==> src/sv/iscp_pkg.sv <==
// ----------------------------------------------------------------------------
// iscp_pkg
// Shared types, constants and palette lookup for the inline style code parser.
// ----------------------------------------------------------------------------
package iscp_pkg;

	localparam int PALETTE_SIZE_DEF = 26;
	localparam int COLOR_IDX_W      = 5;
	localparam int CFG_IDX_W        = 3;
	localparam int CFG_DATA_W       = 8;

	typedef enum logic [CFG_IDX_W-1:0] {
		REG_RESET_CODE     = 3'd0,
		REG_BOLD_CODE      = 3'd1,
		REG_ITALIC_CODE    = 3'd2,
		REG_UNDERLINE_CODE = 3'd3,
		REG_CONTROL_LIMIT  = 3'd4,
		REG_COLOR_FIRST    = 3'd5,
		REG_COLOR_LAST     = 3'd6
	} cfg_reg_t;

	typedef struct packed {
		logic [7:0] reset_code;
		logic [7:0] bold_code;
		logic [7:0] italic_code;
		logic [7:0] underline_code;
		logic [7:0] control_limit;
		logic [7:0] color_first;
		logic [7:0] color_last;
	} cfg_t;

	localparam cfg_t CFG_RESET = '{
		reset_code:     8'd255,
		bold_code:      8'd2,
		italic_code:    8'd22,
		underline_code: 8'd31,
		control_limit:  8'd31,
		color_first:    8'd1,
		color_last:     8'd26
	};

	typedef struct packed {
		logic [COLOR_IDX_W-1:0] color_index;
		logic [COLOR_IDX_W-1:0] saved_color_index;
		logic [7:0]             last_color_byte;
		logic                   bold_flag;
		logic                   italic_flag;
		logic                   underline_flag;
		logic                   pending_run_start;
	} style_state_t;

	localparam style_state_t STYLE_RESET = '{
		color_index:       '0,
		saved_color_index: '0,
		last_color_byte:   8'd0,
		bold_flag:         1'b0,
		italic_flag:       1'b0,
		underline_flag:    1'b0,
		pending_run_start: 1'b1
	};

	typedef struct packed {
		logic [7:0] text_byte;
	} text_item_t;

	typedef struct packed {
		logic [7:0] out_byte;
		logic [7:0] red;
		logic [7:0] green;
		logic [7:0] blue;
		logic       bold_on;
		logic       italic_on;
		logic       underline_on;
		logic       run_first;
		logic       string_end;
	} style_item_t;

	function automatic logic [23:0] palette_rgb(input logic [COLOR_IDX_W-1:0] idx);
		logic [23:0] rgb;
		case (idx)
			5'd2:    rgb = 24'h00FFFF;
			5'd4:    rgb = 24'h0000FF;
			5'd5:    rgb = 24'h7F7F7F;
			5'd7:    rgb = 24'hFF00FF;
			5'd10:   rgb = 24'h7F7F7F;
			5'd11:   rgb = 24'h007F00;
			5'd13:   rgb = 24'h00FF00;
			5'd14:   rgb = 24'hBFBFBF;
			5'd15:   rgb = 24'h7F0000;
			5'd16:   rgb = 24'h00007F;
			5'd17:   rgb = 24'h7F7F00;
			5'd18:   rgb = 24'h7F007F;
			5'd19:   rgb = 24'hFF0000;
			5'd20:   rgb = 24'hBFBFBF;
			5'd22:   rgb = 24'h007F7F;
			5'd23:   rgb = 24'hFFFFFF;
			5'd24:   rgb = 24'hFFFF00;
			default: rgb = 24'h000000;
		endcase
		return rgb;
	endfunction

endpackage

==> src/sv/iscp_stream_if.sv <==
// ----------------------------------------------------------------------------
// iscp_stream_if
// Valid/ready stream channel carrying one word of a given payload type.
// ----------------------------------------------------------------------------
interface iscp_stream_if #(
	parameter type payload_t = logic
);
	logic     valid;
	logic     ready;
	payload_t data;

	modport source (output valid, output data, input ready);
	modport sink (input valid, input data, output ready);
endinterface

==> src/sv/inline_style_code_parser_top.sv <==
// ----------------------------------------------------------------------------
// inline_style_code_parser_top
// Inline style code parser: turns a byte stream with embedded style controls
// into styled text words.
//
// text carries one string byte per word; a zero byte ends the string. style
// carries one result word per text byte (with palette RGB, bold, italic,
// underline and run start) and one end marker word per terminator. Control
// bytes update the style state and produce no word.
// The configuration port writes register cfg_index with cfg_data on any edge
// with cfg_we high; write only while the parser is idle.
// Throughput is one byte per cycle while style is not stalled. A byte accepted
// into the input register is decoded combinationally and written into the
// output register, where its result word appears and can be taken. The style
// state update is a loop through the style state register and its decode.
// Reset restores the default codes, clears the style state and empties both
// the input and output registers. When style is stalled the output register
// holds its word, the input register holds the next byte and text.ready
// drops until the stall clears.
// ----------------------------------------------------------------------------
module inline_style_code_parser_top import iscp_pkg::*; #(
	parameter int PALETTE_SIZE = PALETTE_SIZE_DEF
) (
	input  logic                  clk,
	input  logic                  arst_n,
	input  logic                  cfg_we,
	input  logic [CFG_IDX_W-1:0]  cfg_index,
	input  logic [CFG_DATA_W-1:0] cfg_data,
	iscp_stream_if.sink           text,
	iscp_stream_if.source         style
);

	cfg_t        cfg;
	logic        valid_s1;
	logic [7:0]  byte_s1;
	logic        can_push;
	logic        advance;
	logic        res_valid;
	style_item_t res;

	iscp_cfg_regs u_cfg_regs (
		.clk       (clk),
		.arst_n    (arst_n),
		.cfg_we    (cfg_we),
		.cfg_index (cfg_index),
		.cfg_data  (cfg_data),
		.cfg       (cfg)
	);

	assign advance    = valid_s1 && can_push;
	assign text.ready = !valid_s1 || advance;

	always_ff @(posedge clk or negedge arst_n) begin
		if (!arst_n) begin
			valid_s1 <= 1'b0;
		end else if (text.ready) begin
			valid_s1 <= text.valid;
		end
	end

	always_ff @(posedge clk) begin
		if (text.ready && text.valid) begin
			byte_s1 <= text.data.text_byte;
		end
	end

	iscp_style_core #(
		.PALETTE_SIZE (PALETTE_SIZE)
	) u_style_core (
		.clk       (clk),
		.arst_n    (arst_n),
		.cfg       (cfg),
		.advance   (advance),
		.byte_s1   (byte_s1),
		.res_valid (res_valid),
		.res       (res)
	);

	iscp_out_reg u_out_reg (
		.clk       (clk),
		.arst_n    (arst_n),
		.push      (advance && res_valid),
		.push_data (res),
		.can_push  (can_push),
		.style     (style)
	);

endmodule

==> src/sv/iscp_cfg_regs.sv <==
// ----------------------------------------------------------------------------
// iscp_cfg_regs
// Configuration register file with a plain indexed write port.
// ----------------------------------------------------------------------------
module iscp_cfg_regs import iscp_pkg::*; (
	input  logic                  clk,
	input  logic                  arst_n,
	input  logic                  cfg_we,
	input  logic [CFG_IDX_W-1:0]  cfg_index,
	input  logic [CFG_DATA_W-1:0] cfg_data,
	output cfg_t                  cfg
);

	cfg_t cfg_q;

	always_ff @(posedge clk or negedge arst_n) begin
		if (!arst_n) begin
			cfg_q <= CFG_RESET;
		end else if (cfg_we) begin
			case (cfg_reg_t'(cfg_index))
				REG_RESET_CODE:     cfg_q.reset_code     <= cfg_data;
				REG_BOLD_CODE:      cfg_q.bold_code      <= cfg_data;
				REG_ITALIC_CODE:    cfg_q.italic_code    <= cfg_data;
				REG_UNDERLINE_CODE: cfg_q.underline_code <= cfg_data;
				REG_CONTROL_LIMIT:  cfg_q.control_limit  <= cfg_data;
				REG_COLOR_FIRST:    cfg_q.color_first    <= cfg_data;
				REG_COLOR_LAST:     cfg_q.color_last     <= cfg_data;
				default: ;
			endcase
		end
	end

	assign cfg = cfg_q;

endmodule

==> src/sv/iscp_style_core.sv <==
// ----------------------------------------------------------------------------
// iscp_style_core
// Style state registers and the per-word decode of text, control and
// terminator bytes.
// ----------------------------------------------------------------------------
module iscp_style_core import iscp_pkg::*; #(
	parameter int PALETTE_SIZE = PALETTE_SIZE_DEF
) (
	input  logic        clk,
	input  logic        arst_n,
	input  cfg_t        cfg,
	input  logic        advance,
	input  logic [7:0]  byte_s1,
	output logic        res_valid,
	output style_item_t res
);

	style_state_t st_q;
	style_state_t st_nxt;

	logic       is_term;
	logic       ctrl_hit;
	logic       in_range;
	logic [7:0] color_off;
	logic       color_ok;
	logic [23:0] rgb;

	assign is_term    = (byte_s1 == 8'd0);
	assign ctrl_hit   = (byte_s1 == cfg.reset_code) || (byte_s1 <= cfg.control_limit);
	assign in_range   = (byte_s1 >= cfg.color_first) && (byte_s1 <= cfg.color_last);
	assign color_off  = byte_s1 - cfg.color_first;
	assign color_ok   = in_range && (color_off < 8'(PALETTE_SIZE));
	assign rgb        = palette_rgb(st_q.color_index);

	always_comb begin
		st_nxt    = st_q;
		res_valid = 1'b0;
		res       = '0;
		if (is_term) begin
			res_valid      = 1'b1;
			res.string_end = 1'b1;
			st_nxt         = STYLE_RESET;
		end else if (!ctrl_hit) begin
			res_valid        = 1'b1;
			res.out_byte     = byte_s1;
			res.red          = rgb[23:16];
			res.green        = rgb[15:8];
			res.blue         = rgb[7:0];
			res.bold_on      = st_q.bold_flag;
			res.italic_on    = st_q.italic_flag;
			res.underline_on = st_q.underline_flag;
			res.run_first    = st_q.pending_run_start;
			st_nxt.pending_run_start = 1'b0;
		end else begin
			st_nxt.pending_run_start = 1'b1;
			if (byte_s1 == cfg.reset_code) begin
				st_nxt = STYLE_RESET;
			end else if (byte_s1 == cfg.bold_code) begin
				st_nxt.bold_flag = ~st_q.bold_flag;
			end else if (byte_s1 == cfg.italic_code) begin
				st_nxt.italic_flag = ~st_q.italic_flag;
			end else if (byte_s1 == cfg.underline_code) begin
				st_nxt.underline_flag = ~st_q.underline_flag;
			end else if (color_ok) begin
				if (byte_s1 == st_q.last_color_byte) begin
					st_nxt.color_index     = st_q.saved_color_index;
					st_nxt.last_color_byte = 8'd0;
				end else begin
					st_nxt.saved_color_index = st_q.color_index;
					st_nxt.last_color_byte   = byte_s1;
					st_nxt.color_index       = color_off[COLOR_IDX_W-1:0];
				end
			end
		end
	end

	always_ff @(posedge clk or negedge arst_n) begin
		if (!arst_n) begin
			st_q <= STYLE_RESET;
		end else if (advance) begin
			st_q <= st_nxt;
		end
	end

	a_term_clears: assert property (@(posedge clk) disable iff (!arst_n)
		advance && is_term |=> st_q == STYLE_RESET)
		else $error("state not cleared after terminator");

	a_end_marker_zero: assert property (@(posedge clk) disable iff (!arst_n)
		res_valid && res.string_end |-> res.out_byte == 8'd0 && res.red == 8'd0
			&& res.green == 8'd0 && res.blue == 8'd0 && !res.run_first)
		else $error("end marker carries style");

	a_text_clears_run: assert property (@(posedge clk) disable iff (!arst_n)
		advance && !is_term && !ctrl_hit |=> !st_q.pending_run_start)
		else $error("run start not cleared by text byte");

	a_control_sets_run: assert property (@(posedge clk) disable iff (!arst_n)
		advance && !is_term && ctrl_hit |=> st_q.pending_run_start && !res_valid
			|| st_q.pending_run_start)
		else $error("run start not set by control byte");

endmodule

==> src/sv/iscp_out_reg.sv <==
// ----------------------------------------------------------------------------
// iscp_out_reg
// Output register holding one result word toward the downstream sink.
// ----------------------------------------------------------------------------
module iscp_out_reg import iscp_pkg::*; (
	input  logic                 clk,
	input  logic                 arst_n,
	input  logic                 push,
	input  style_item_t          push_data,
	output logic                 can_push,
	iscp_stream_if.source        style
);

	logic        valid_q;
	style_item_t data_q;

	assign can_push = !valid_q || style.ready;

	always_ff @(posedge clk or negedge arst_n) begin
		if (!arst_n) begin
			valid_q <= 1'b0;
		end else if (can_push) begin
			valid_q <= push;
		end
	end

	always_ff @(posedge clk) begin
		if (can_push && push) begin
			data_q <= push_data;
		end
	end

	assign style.valid = valid_q;
	assign style.data  = data_q;

endmodule

==> src/flat_wrapper.sv <==
// flat-port wrapper written by rule: the top's interface ports become plain ports
module inline_style_code_parser_top_flat import iscp_pkg::*;
#(
	parameter int PALETTE_SIZE = PALETTE_SIZE_DEF
)
  (clk, arst_n, cfg_we, cfg_index, cfg_data, text_valid, text_data, text_ready, style_valid, style_data, style_ready);
  iscp_stream_if #(.payload_t(text_item_t)) text_i ();
  iscp_stream_if #(.payload_t(style_item_t)) style_i ();
  input  logic clk;
  input  logic arst_n;
  input  logic cfg_we;
  input  logic [CFG_IDX_W-1:0] cfg_index;
  input  logic [CFG_DATA_W-1:0] cfg_data;
  input wire logic [$bits(text_i.valid)-1:0] text_valid;
  input wire logic [$bits(text_i.data)-1:0] text_data;
  output wire logic [$bits(text_i.ready)-1:0] text_ready;
  output wire logic [$bits(style_i.valid)-1:0] style_valid;
  output wire logic [$bits(style_i.data)-1:0] style_data;
  input wire logic [$bits(style_i.ready)-1:0] style_ready;
  assign text_i.valid = text_valid;
  assign text_i.data = text_data;
  assign text_ready = text_i.ready;
  assign style_valid = style_i.valid;
  assign style_data = style_i.data;
  assign style_i.ready = style_ready;
  inline_style_code_parser_top #(.PALETTE_SIZE(PALETTE_SIZE)) u_core (.clk(clk), .arst_n(arst_n), .cfg_we(cfg_we), .cfg_index(cfg_index), .cfg_data(cfg_data), .text(text_i), .style(style_i));
endmodule
==> config.mk <==
export PLATFORM = sky130hd
export DESIGN_NAME = inline_style_code_parser_top_flat
export DESIGN_NICKNAME = d
export VERILOG_FILES = /design/src/sv/iscp_pkg.sv /design/src/sv/iscp_stream_if.sv /design/src/sv/inline_style_code_parser_top.sv /design/src/sv/iscp_cfg_regs.sv /design/src/sv/iscp_style_core.sv /design/src/sv/iscp_out_reg.sv /design/src/flat_wrapper.sv
export SDC_FILE = /design/constraint.sdc
export NUM_CORES = 1
export LEC_CHECK = 0
export ABC_AREA = 1
export BUFFER_PORTS_ARGS = -buffer_cell sky130_fd_sc_hd__buf_2
export CAP_MARGIN = 15
export CELL_PAD_IN_SITES_DETAIL_PLACEMENT = 2
export CELL_PAD_IN_SITES_GLOBAL_PLACEMENT = 2
export CORE_MARGIN = 8
export CORE_UTILIZATION = 38
export CTS_BUF_LIST = sky130_fd_sc_hd__clkbuf_8
export CTS_CLUSTER_SIZE = 12
export DETAILED_ROUTE_END_ITERATION = 12
export PLACE_DENSITY_LB_ADDON = 0.1
export SYNTH_ARGS = -nofsm -noshare
export SYNTH_HDL_FRONTEND = slang
export SYNTH_HIERARCHICAL = 1
export SYNTH_SLANG_ARGS = --single-unit
==> constraint.sdc <==
create_clock -name clk -period 4.74 [get_ports clk]
set_input_delay 0.474 -clock clk [delete_from_list [all_inputs] [get_ports clk]]
set_output_delay 0.474 -clock clk [all_outputs]
set_load 0.05 [all_outputs]
After elaboration in Yosys (flattened, before gate mapping)
Memory sizes are Yosys's and may differ from the RTL's. A register that Yosys moved wholly into a read port is not among the register bits.
Cells that the tools add are included.
- memories kept: 1
- latch bits: 0
- register bits after elaboration: 101
- logic and storage cells: 97
- memory bits (writable): 0
- output and inout port bits: 39
- ROM bits: 768
- memory list (name ; depth ; width ; rd ports ; clocked after Yosys merged registers in ; wr ports ; line ; source):
    (name not given) ; 32 ; 24 ; 1 ; 1 ; 0 ; iscp_pkg.sv:80 ; case (idx)
- multiply operators: 0
- muxes and demuxes: 19
- divide/modulo/power cells: 0
- $lt $le $gt $ge: 4
- equal/unequal tests: 15
- shift-type cells: 0
- bitwise logic cells: 3
- $add $sub $neg: 1
- reduce and logical (&&, ||, !) cells: 31
- operators with widths (kind ; count):
    18-bit two-way mux ; 4
    21-bit two-way mux ; 2
    8-bit == test ; 5
    22-bit two-way mux ; 1
    8-bit less-or-equal comparator ; 2
    2-bit AND reduction ; 7
    3-bit inequality test, second input constant ; 4
    3-bit nonzero test ; 4
    5-bit two-way mux ; 2
    3-bit == test, second input constant ; 3
    8-bit greater-or-equal comparator ; 1
    8-bit zero test ; 1
    8-bit by 5-bit less-than comparator with 1-bit output, second input constant ; 1
    1-bit two-way mux ; 8
    8-bit two-way mux ; 1
    8-bit subtractor ; 1
    7-bit AND reduction ; 1
    3-bit by 2-bit == test with 1-bit output, second input constant ; 2
    1-bit logical AND ; 6
    6-bit AND reduction ; 1
    5-bit AND reduction ; 1
    4-bit AND reduction ; 1
    3-bit by 1-bit == test with 1-bit output, second input constant ; 1
    3-bit zero test ; 1
    7 further kinds ; 12

Longest topological paths before layout
Gate-level depths: netlist (run 1).
- depth in word-level cells: 10
- gate-level depth with buffers: 18

Hierarchy
Netlist (run 1), hierarchy kept.
- by module, submodules not included (module ; cells each ; seq. area each (um2) ; area each (um2) ; times used):
    iscp_style_core ; 526 ; 551.8 ; 3263.1 ; 1
    iscp_cfg_regs ; 253 ; 1433.9 ; 2290.9 ; 1
    iscp_out_reg ; 43 ; 1136.1 ; 1156.1 ; 1
    inline_style_code_parser_top ; 18 ; 265.3 ; 302.8 ; 1

Worst setup path before layout (run 1)
Ideal clock, no wire load.
- kind: reg-to-reg
- from: register u_core.u_cfg_regs.cfg_q, in the netlist u_core/u_cfg_regs/cfg[19]
- to: register u_core.u_out_reg.data_q, in the netlist u_core/u_out_reg/style.data[0], enable pin
- setup time: 0.443 ns
- required time: 4.297 ns
- setup slack: 0.864 ns
- cell stages (with the launch flop): 15
- buffers on the path: 0
- arrival: 3.432 ns
- cell sequence: dfstp_2 inv_1 ha_1 nand2_1 inv_1 nand2_1 nand2_1 nand2_1 nand2_1 nand3_1 nand2_1 inv_1 nor2_2 inv_1 a21oi_1
- word-level cells in the longest chain between the ends: 6
- RTL lines (item ; line ; source):
    from (decl) ; iscp_cfg_regs.sv:14 ; cfg_t cfg_q;
    8-bit less-or-equal comparator ; iscp_style_core.sv:29 ; assign ctrl_hit = (byte_s1 == cfg.reset_code) || (byte_s1 <= cfg.control_limit);
    1-bit logical OR ; iscp_style_core.sv:29 ;
    1-bit two-way mux ; iscp_style_core.sv:43 ; end else if (!ctrl_hit) begin
    1-bit two-way mux ; iscp_style_core.sv:39 ; if (is_term) begin
    net u_core.res_valid ; inline_style_code_parser_top.sv:38 ; logic res_valid;
    1-bit logical AND ; inline_style_code_parser_top.sv:82 ; .push (advance && res_valid),
    1-bit logical AND ; iscp_out_reg.sv:28 ; if (can_push && push) begin
    to (signal assigned) ; iscp_out_reg.sv:29 ; data_q <= push_data;
    to (decl) ; iscp_out_reg.sv:15 ; style_item_t data_q;
The timed path passes the listed nets, and every way through them passes these cells.
A chain may end at the register's enable or synchronous reset.

Worst setup path in the final report (run 1)
- from: register u_core.byte_s1[5]
- to: register u_core.u_out_reg.data_q, in the netlist u_core/u_out_reg/style.data[25] (data pin)
- word-level cells in the longest chain between the ends: 6
- elaborated cells on any way between the ends: 9
- those cells by class: order compare (1); eq/ne (1); mux (2); reduce/logical (5)
- RTL lines (item ; line ; source):
    from (decl) ; inline_style_code_parser_top.sv:35 ; logic [7:0] byte_s1;
    from (signal assigned) ; inline_style_code_parser_top.sv:63 ; byte_s1 <= text.data.text_byte;
    8-bit less-or-equal comparator or 8-bit == test (tied branches) ; iscp_style_core.sv:29 ;
    1-bit logical OR ; iscp_style_core.sv:29 ;
    1-bit two-way mux (2 in a row) ; n/a ;
    1-bit logical AND (2 in a row) ; n/a ;
Several ways; a longest one is shown, not always the timed one.

==> results by group, run 1 <==
Global routing
  • Global-route wire length before repair: 36,940 µm
  • Gr ovfl total: 0
  • Total Routing Usage GR: 20.27%
  • Vias in the first global route: 6,600
  • Initial antenna violation count: 0
  • Largest net degree at the start of global routing: 81

Floorplan
  • Die area: about 23,000 µm²
  • Row count: 49
  • Core region area: 18,020 µm²
  • # IOs: 63
  • Starting Density: 38.91%
  • Die H: approximately 150 µm
  • Die Wd: 151.9 µm

CTS
  • Cts hold-fix bufs: 0
  • Max Root-Sink Buffers: 2
  • Post-CTS Resized: 0
  • Clock transition at path regs: roughly 0.080 ns
  • Skew-Pair Late Insertion Delay: 0.46 ns
  • Cts bufs inserted: 17
  • Setup bufs post-CTS: 0
  • Clk sinks: 125
  • H-tree levels: 4
  • CTS root buffer: clkbuf_8
  • TritonCTS clock tree: yes

Power and ir drop
  • Pwr dens: roughly 530 nW/µm²
  • Peak supply drop: 0.2951 mV
  • Static Leakage: 0.003919 µW

Yosys
  • Syn_nets: 897
  • Yosys warns: 6
  • Netlist Area Pre-Place: 7013 µm²
  • Post-Synth Adder-Cell Area: 5.995%
  • Sequential share of the synthesized area: 48.30%
  • Register bit total from synthesis: 125
  • Compound-Gate Fraction of Synth Area: 4.157%
  • Gate Count Post-Synth: 840
  • Post-synth cell types: 39
  • Largest family of logic cells by synthesized area: simple AND/OR/NAND/NOR gates
  • Mean post-synth cell area: 8.349 µm²
  • XOR/XNOR share of the synthesized area: 3.979%
  • Synth Area in Simple Gates: ~29%
  • Multiplexer share of the synthesized area: 0%

Final layout
  • # diodes: 0
  • Post-Layout Cell Count: 1,128
  • Nets: 943
  • Fraction of layout cells with a size suffix above 1: 17.91%
  • Fillers: 2,077
  • Area Growth Syn to Fin: 10.94%

Setup path
  • CP Launch Type: register
  • Worst stage delay on the critical path: around 0.83 ns
  • Critical path's most frequent cell: nand2_1
  • CP top delay family: compound AO/OA/AOI/OAI gates
  • CP cell instances: ha_1 > nand2_1 > nor2_1 > nand2_1 > nand2_1 > nand4_2 > a221oi_1
  • R2r startpoint: u_core/byte_s1[5]
  • Crit Reg-Reg Endpoint: u_core/u_out_reg/style.data[25]
  • Worst Reg-to-Reg Cells: 7
  • R2R Setup Slk: 1.79 ns
  • CP max FO: 15
  • Buffers & Inverters on Critical Path: 0
  • Kind of critical path: reg -> reg
  • CP required: 4.88 ns
  • Slowest-stage cell, CP: a221oi_1
  • CP Capture Type: register
  • WP data arrival: 3.09 ns

Route
  • WL/cell: 20.15 µm
  • Initial DRC Count: about 260
  • Drt via density: 5.097
  • DR pass1 iterations: 4
  • Final WL: around 23,000 µm
  • Residual DRC: 0
  • Vias: ~5,700
  • Antenna-violating nets left: 0

Flow run
  • Max Cap Violations: 0

Placement
  • Final Wtd Congestion: 0.8285
  • Port Buffer Count: 62
  • Post-DP HPWL: 17,190 µm
  • Placed cells: 1,095

Status
  • Status: complete, no violations

Timing
  • RSZ-0062 raised after global routing: false
  • Actual slew at the worst max-slew pin: 1.087 ns
  • Count of final hold-check violations: 0
  • Fmax: 338.5 MHz
  • Final count of negative-setup-slack endpoints: 0
  • Final Max Slew Viols: 0
  • Final Skew: 0.02269 ns
  • Tcrit/Tclk final: between 60% and 70%
  • Worst hold margin: between 0.2 and 0.25 ns
  • Fin crit period: 2.954 ns
  • Slew HR: between 20% and 30%
  • TNS Setup: 0 ns

Hold path
  • Worst min-delay path category: in -> reg
  • Hold path endpoint: u_core/byte_s1[0]
  • Worst hold path depth: 1
  • Hold Startpoint: text_data[0]
==> final cells by class <==
| class | count | area (µm²) | share of cell area [%] |
|---|---|---|---|
| Inverter | 91 | 341.6 | 4.390 |
| Clock buffer | 17 | 234.0 | 3.007 |
| Sequential cell | 125 | 3387 | 43.53 |
| Timing Repair Buffer | 63 | 332.8 | 4.278 |
| Multi-Input combinational cell | 588 | 3027 | 38.90 |
| Clock inverter | 15 | 171.4 | 2.203 |
| Tap cell | 229 | 286.5 | 3.683 |
==> worst max path at each step <==
stage / from / end / slack [ns] / depth (start not counted)
final: u_core/byte_s1[5] / u_core/u_out_reg/style.data[25] / 1.79 / 7
after global routing: u_core/byte_s1[1] / u_core/u_out_reg/style.data[25] / 1.49 / 9
after CTS: u_core/byte_s1[6] / u_core/u_out_reg/style.data[12] / 1.38 / 11
after detailed placement: u_core/byte_s1[6] / u_core/u_out_reg/style.data[19] / 1.37 / 11
after floorplan: u_core/u_cfg_regs/cfg[19] / u_core/u_out_reg/style.data[0] / 0.86 / 14
after global placement: u_core/byte_s1[5] / u_core/u_out_reg/style.data[27] / 1.57 / 11
==> sequential cells by signal (all words and copies together) (netlist names) <==
register                      flops
u_core/valid_s1                   1
u_core/u_style_core/st_q         22
u_core/u_out_reg/style.valid      1
u_core/u_out_reg/style.data      37
u_core/byte_s1                    8
u_core/u_cfg_regs/cfg            56
==> power breakdown <==
group	leakage [µW]	internal [µW]	total, µW	switching [µW]
clock	0.000207	518	984	466
sequential	0.00139	1460	1680	220
combinational	0.00232	422	1480	1060
==> worst register-to-register path: stages, from the launching register on <==
cell      delay [ns]
edfxtp_1        0.59
ha_1            0.39
nand2_1         0.06
nor2_1          0.17
nand2_1         0.08
nand2_1         0.09
nand4_2         0.43
a221oi_1        0.84
==> logic make-up after synthesis <==
family	Yosys count
AND/OR/NAND/NOR	470
buffers and inverters	127
flip-flops	125
AO/OA/AOI/OAI	54
adder cells (fa/ha/maj)	33
XOR/XNOR	31
==> synth_stat cells <==
cell type | instances | share of area, %
a211oi_1 | 1 | 0.11
a21o_1 | 1 | 0.11
a21oi_1 | 28 | 2.0
a221oi_1 | 2 | 0.25
a22oi_1 | 1 | 0.11
a31oi_1 | 1 | 0.089
buf_2 | 5 | 0.36
buf_4 | 22 | 2.4
buf_6 | 6 | 0.96
clkbuf_1 | 3 | 0.16
clkinv_1 | 3 | 0.16
dfrtp_1 | 53 | 19
dfstp_2 | 27 | 10
edfxtp_1 | 45 | 19
fa_1 | 1 | 0.29
ha_1 | 32 | 5.7
inv_1 | 74 | 4.0
inv_2 | 14 | 0.75
nand2_1 | 299 | 16
nand2_2 | 6 | 0.54
nand2_4 | 5 | 0.80
nand3_1 | 66 | 4.7
nand3_4 | 1 | 0.25
nand3b_1 | 1 | 0.11
nand4_1 | 6 | 0.54
nand4_2 | 1 | 0.18
nor2_1 | 64 | 3.4
nor2_2 | 6 | 0.54
nor2_4 | 5 | 0.80
nor2_8 | 1 | 0.29
nor3_1 | 6 | 0.43
o21a_1 | 1 | 0.11
o21ai_0 | 18 | 1.3
o21bai_1 | 1 | 0.11
or2_1 | 2 | 0.18
or2_2 | 1 | 0.089
xnor2_1 | 18 | 2.2
xnor2_2 | 1 | 0.23
xor2_1 | 12 | 1.5
==> layer usage <==
metal  vias up  GRT usage, %  share of wire, %  wire (µm)
met4         0         6.365               1.9        432
met1      2885         23.75                43       9809
met2       107         36.05                51      11700
met3        28         4.516               3.4        781
met5         -             0                 0          0
li1       2729             -                 -          -
==> through the flow <==
step	power (µW)	worst slack, ns	area (µm²)	utilization (%)
after floorplan	2799	0.8643	7013	-
after global placement	3072	1.572	7355	40.80
after detailed placement	3181	1.369	7355	40.80
after CTS	4191	1.376	7760	43.05
after global routing	4414	1.488	7780	43.16
final	4147	1.786	7780	43.16
==> cell usage in the layout (no fill, tap or decap), types with 27 or more instances in the layout <==
cell type	n
nand2_1	299
nor2_1	64
ha_1	32
dfstp_2	27
dfrtp_1	53
buf_2	61
a21oi_1	27
inv_1	75
nand3_1	66
edfxtp_1	45
Note: power is estimated with default switching activity, not from simulation.
==> run 2, diff against run 1 <==
==> constraint.sdc (replaced) <==
create_clock -name clk -period 3 [get_ports clk]
set_input_delay 0.3 -clock clk [delete_from_list [all_inputs] [get_ports clk]]
set_output_delay 0.3 -clock clk [all_outputs]
set_load 0.05 [all_outputs]
==> results by group, run 2 (synthesis gave the netlist of run 1 again) <==
CTS
  • Clk sinks: 125 (unchanged)
  • Setup bufs post-CTS: 0 (unchanged)
  • Post-CTS Resized: 0 (unchanged)
  • H-tree levels: 4 (unchanged)
  • TritonCTS clock tree: yes
  • Cts hold-fix bufs: 0 (unchanged)
  • Clock transition at path regs: 0.08 ns (about the same)
  • Cts bufs inserted: 17 (unchanged)
  • Skew-Pair Late Insertion Delay: 0.45 ns (about the same)
  • CTS root buffer: clkbuf_8
  • Max Root-Sink Buffers: 2 (unchanged)

Floorplan
  • Die area: 23,060 µm² (unchanged)
  • Starting Density: 38.91% (unchanged)
  • Die H: 151.9 µm (unchanged)
  • # IOs: 63 (unchanged)
  • Row count: 49 (unchanged)
  • Core region area: 18,020 µm² (unchanged)
  • Die Wd: 151.9 µm (unchanged)

Setup path
  • Kind of critical path: reg -> reg
  • CP max FO: 20 (+5)
  • WP data arrival: 3.07 ns (-0.02 ns)
  • Critical path's most frequent cell: nand2_1
  • CP Launch Type: register
  • Slowest-stage cell, CP: edfxtp_1
  • CP required: 3.33 ns (-1.55 ns)
  • CP Capture Type: register
  • Worst stage delay on the critical path: 0.62 ns (-0.21 ns)
  • CP cell instances: ha_1 > a21oi_1 > nand2_1 > nand2_1 > nand2_1 > nand2_1 > nand2_1 > nor2_1 > nand3_1 > nand2_2 > nand2_4 > nand2_1 > nand2_1

Timing
  • RSZ-0062 raised after global routing: false
  • Fmax: 364.2 MHz (+7.6%)
  • Tcrit/Tclk final: 91.54% (+29 points)
  • Final Skew: 0.01256 ns (-0.01013 ns)
  • Actual slew at the worst max-slew pin: 1.092 ns (+0.005487 ns)
  • Fin crit period: 2.746 ns (-0.2081 ns)
  • Final count of negative-setup-slack endpoints: 0 (unchanged)
  • Setup ws final: 0.2539 ns (-1.532 ns)
  • Final Max Slew Viols: 0 (unchanged)
  • TNS Setup: 0 ns (unchanged)
  • Count of final hold-check violations: 0 (unchanged)
  • Slew HR: 27.18% (-0.37 points)

Final layout
  • Most frequent cells in the layout: nand2_1 (299), inv_1 (74), nand3_1 (66)
  • Utilization after layout: 43.43% (+0.26 points)
  • # diodes: 0 (unchanged)
  • Nets: 953 (+1.1%)
  • Fraction of layout cells with a size suffix above 1: 19.14% (+1.2 points)
  • Max reg flops: 56 (unchanged)
  • Most common cell after layout, fill and taps aside: nand2_1
  • Fillers: 2,106 (+1.4%)
  • Area Growth Syn to Fin: 11.61%
  • Post-Layout Cell Count: 1,138 (+0.89%)

Global routing
  • Largest net degree at the start of global routing: 81 (unchanged)
  • Vias in the first global route: 6,482 (-1.8%)
  • Total Routing Usage GR: 19.24% (-1.0 points)
  • Global-route wire length before repair: 35,640 µm (-3.5%)
  • Initial antenna violation count: 0 (unchanged)
  • Gr ovfl total: 0 (unchanged)

Placement
  • Pre-CTS WS: 0.1525 ns (-1.217 ns)
  • Post-DP HPWL: 16,430 µm (-4.5%)
  • Placed cells: 1,106 (+1.0%)
  • Port Buffer Count: 62 (unchanged)
  • Final Wtd Congestion: 0.8103 (-2.2%)

Status
  • Status: complete, no violations

Power and ir drop
  • Peak supply drop: 0.5065 mV (+72%)
  • Pwr dens: 821.3 nW/µm² (+54%)
  • Static Leakage: 0.003933 µW (+0.36%)
  • Tot Pwr: 6429 µW (+55%)

Route
  • Vias: 5,739 (-0.17%)
  • Final WL: 22,060 µm (-2.9%)
  • Antenna-violating nets left: 0 (unchanged)
  • Residual DRC: 0 (unchanged)
  • DR pass1 iterations: 4 (unchanged)
  • WL/cell: 19.38 µm (-3.8%)
  • Initial DRC Count: 300 (+15%)
  • Drt via density: 5.043 (-1.1%)

Hold path
  • Worst min-delay path category: in -> reg

Flow run
  • Max Cap Violations: 0 (unchanged)
run 2: power by group:
group | total [µW] | switching (µW) | internal (µW) | leakage (µW)
clock | 1420 | 756 | 664 | 0.000171
combinational | 2390 | 1700 | 694 | 0.00237
sequential | 2620 | 312 | 2300 | 0.00139
total | 6430 | 2770 | 3660 | 0.00393
run 2: layout make-up:
class / count / area [µm²] / share of cell area [%]
Timing Repair Buffer: 73 / 407.9 / 5.211
Sequential cell: 125 / 3387 / 43.27
Tap cell: 229 / 286.5 / 3.660
Inverter: 91 / 341.6 / 4.364
Multi-Input combinational cell: 588 / 3032 / 38.73
Clock inverter: 15 / 138.9 / 1.774
Clock buffer: 17 / 234.0 / 2.989
run 2: path summary, 6_finish.rpt:
kind                                                endpoint  cells past startpoint  slack, ns                      start
max in group asynchronous        u_core/u_style_core/st_q[5]                      1       2.25                     arst_n
worst min-delay path                       u_core/byte_s1[7]                      1       0.03               text_data[7]
min in group asynchronous           u_core/u_cfg_regs/cfg[6]                      1       0.05                     arst_n
worst max-delay path            u_core/u_style_core/st_q[21]                     13       0.25          u_core/byte_s1[3]
worst min register to register     u_core/u_cfg_regs/cfg[19]                      2       0.47  u_core/u_cfg_regs/cfg[19]
worst max register to register  u_core/u_style_core/st_q[21]                     13       0.25          u_core/byte_s1[3]
run 2: routing by layer:
layer | wire length (µm) | track usage (%) | vias up
li1 | - | - | 2760
met1 | 9756 | 23.21 | 2864
met2 | 11480 | 34.68 | 99
met3 | 568 | 3.161 | 16
met4 | 256 | 5.045 | 0
met5 | 0 | 0 | -
run 2: through the flow:
step | instance area, µm² | hold slack (ns)
CTS | 7823 | 0.01248
detailed placement | 7450 | 0.4567
global route | 7828 | 0.002721
floorplan | 7024 | 0.004409
global placement | 7450 | 0.4536
finish | 7828 | 0.03163
run 2: worst max-delay path, delay by kind of cell (launching register included):
family,cells,cell delay (ns)
simple gates,11,1.30
flops,1,0.62
compound gates,1,0.25
fa+ha+maj,1,0.45
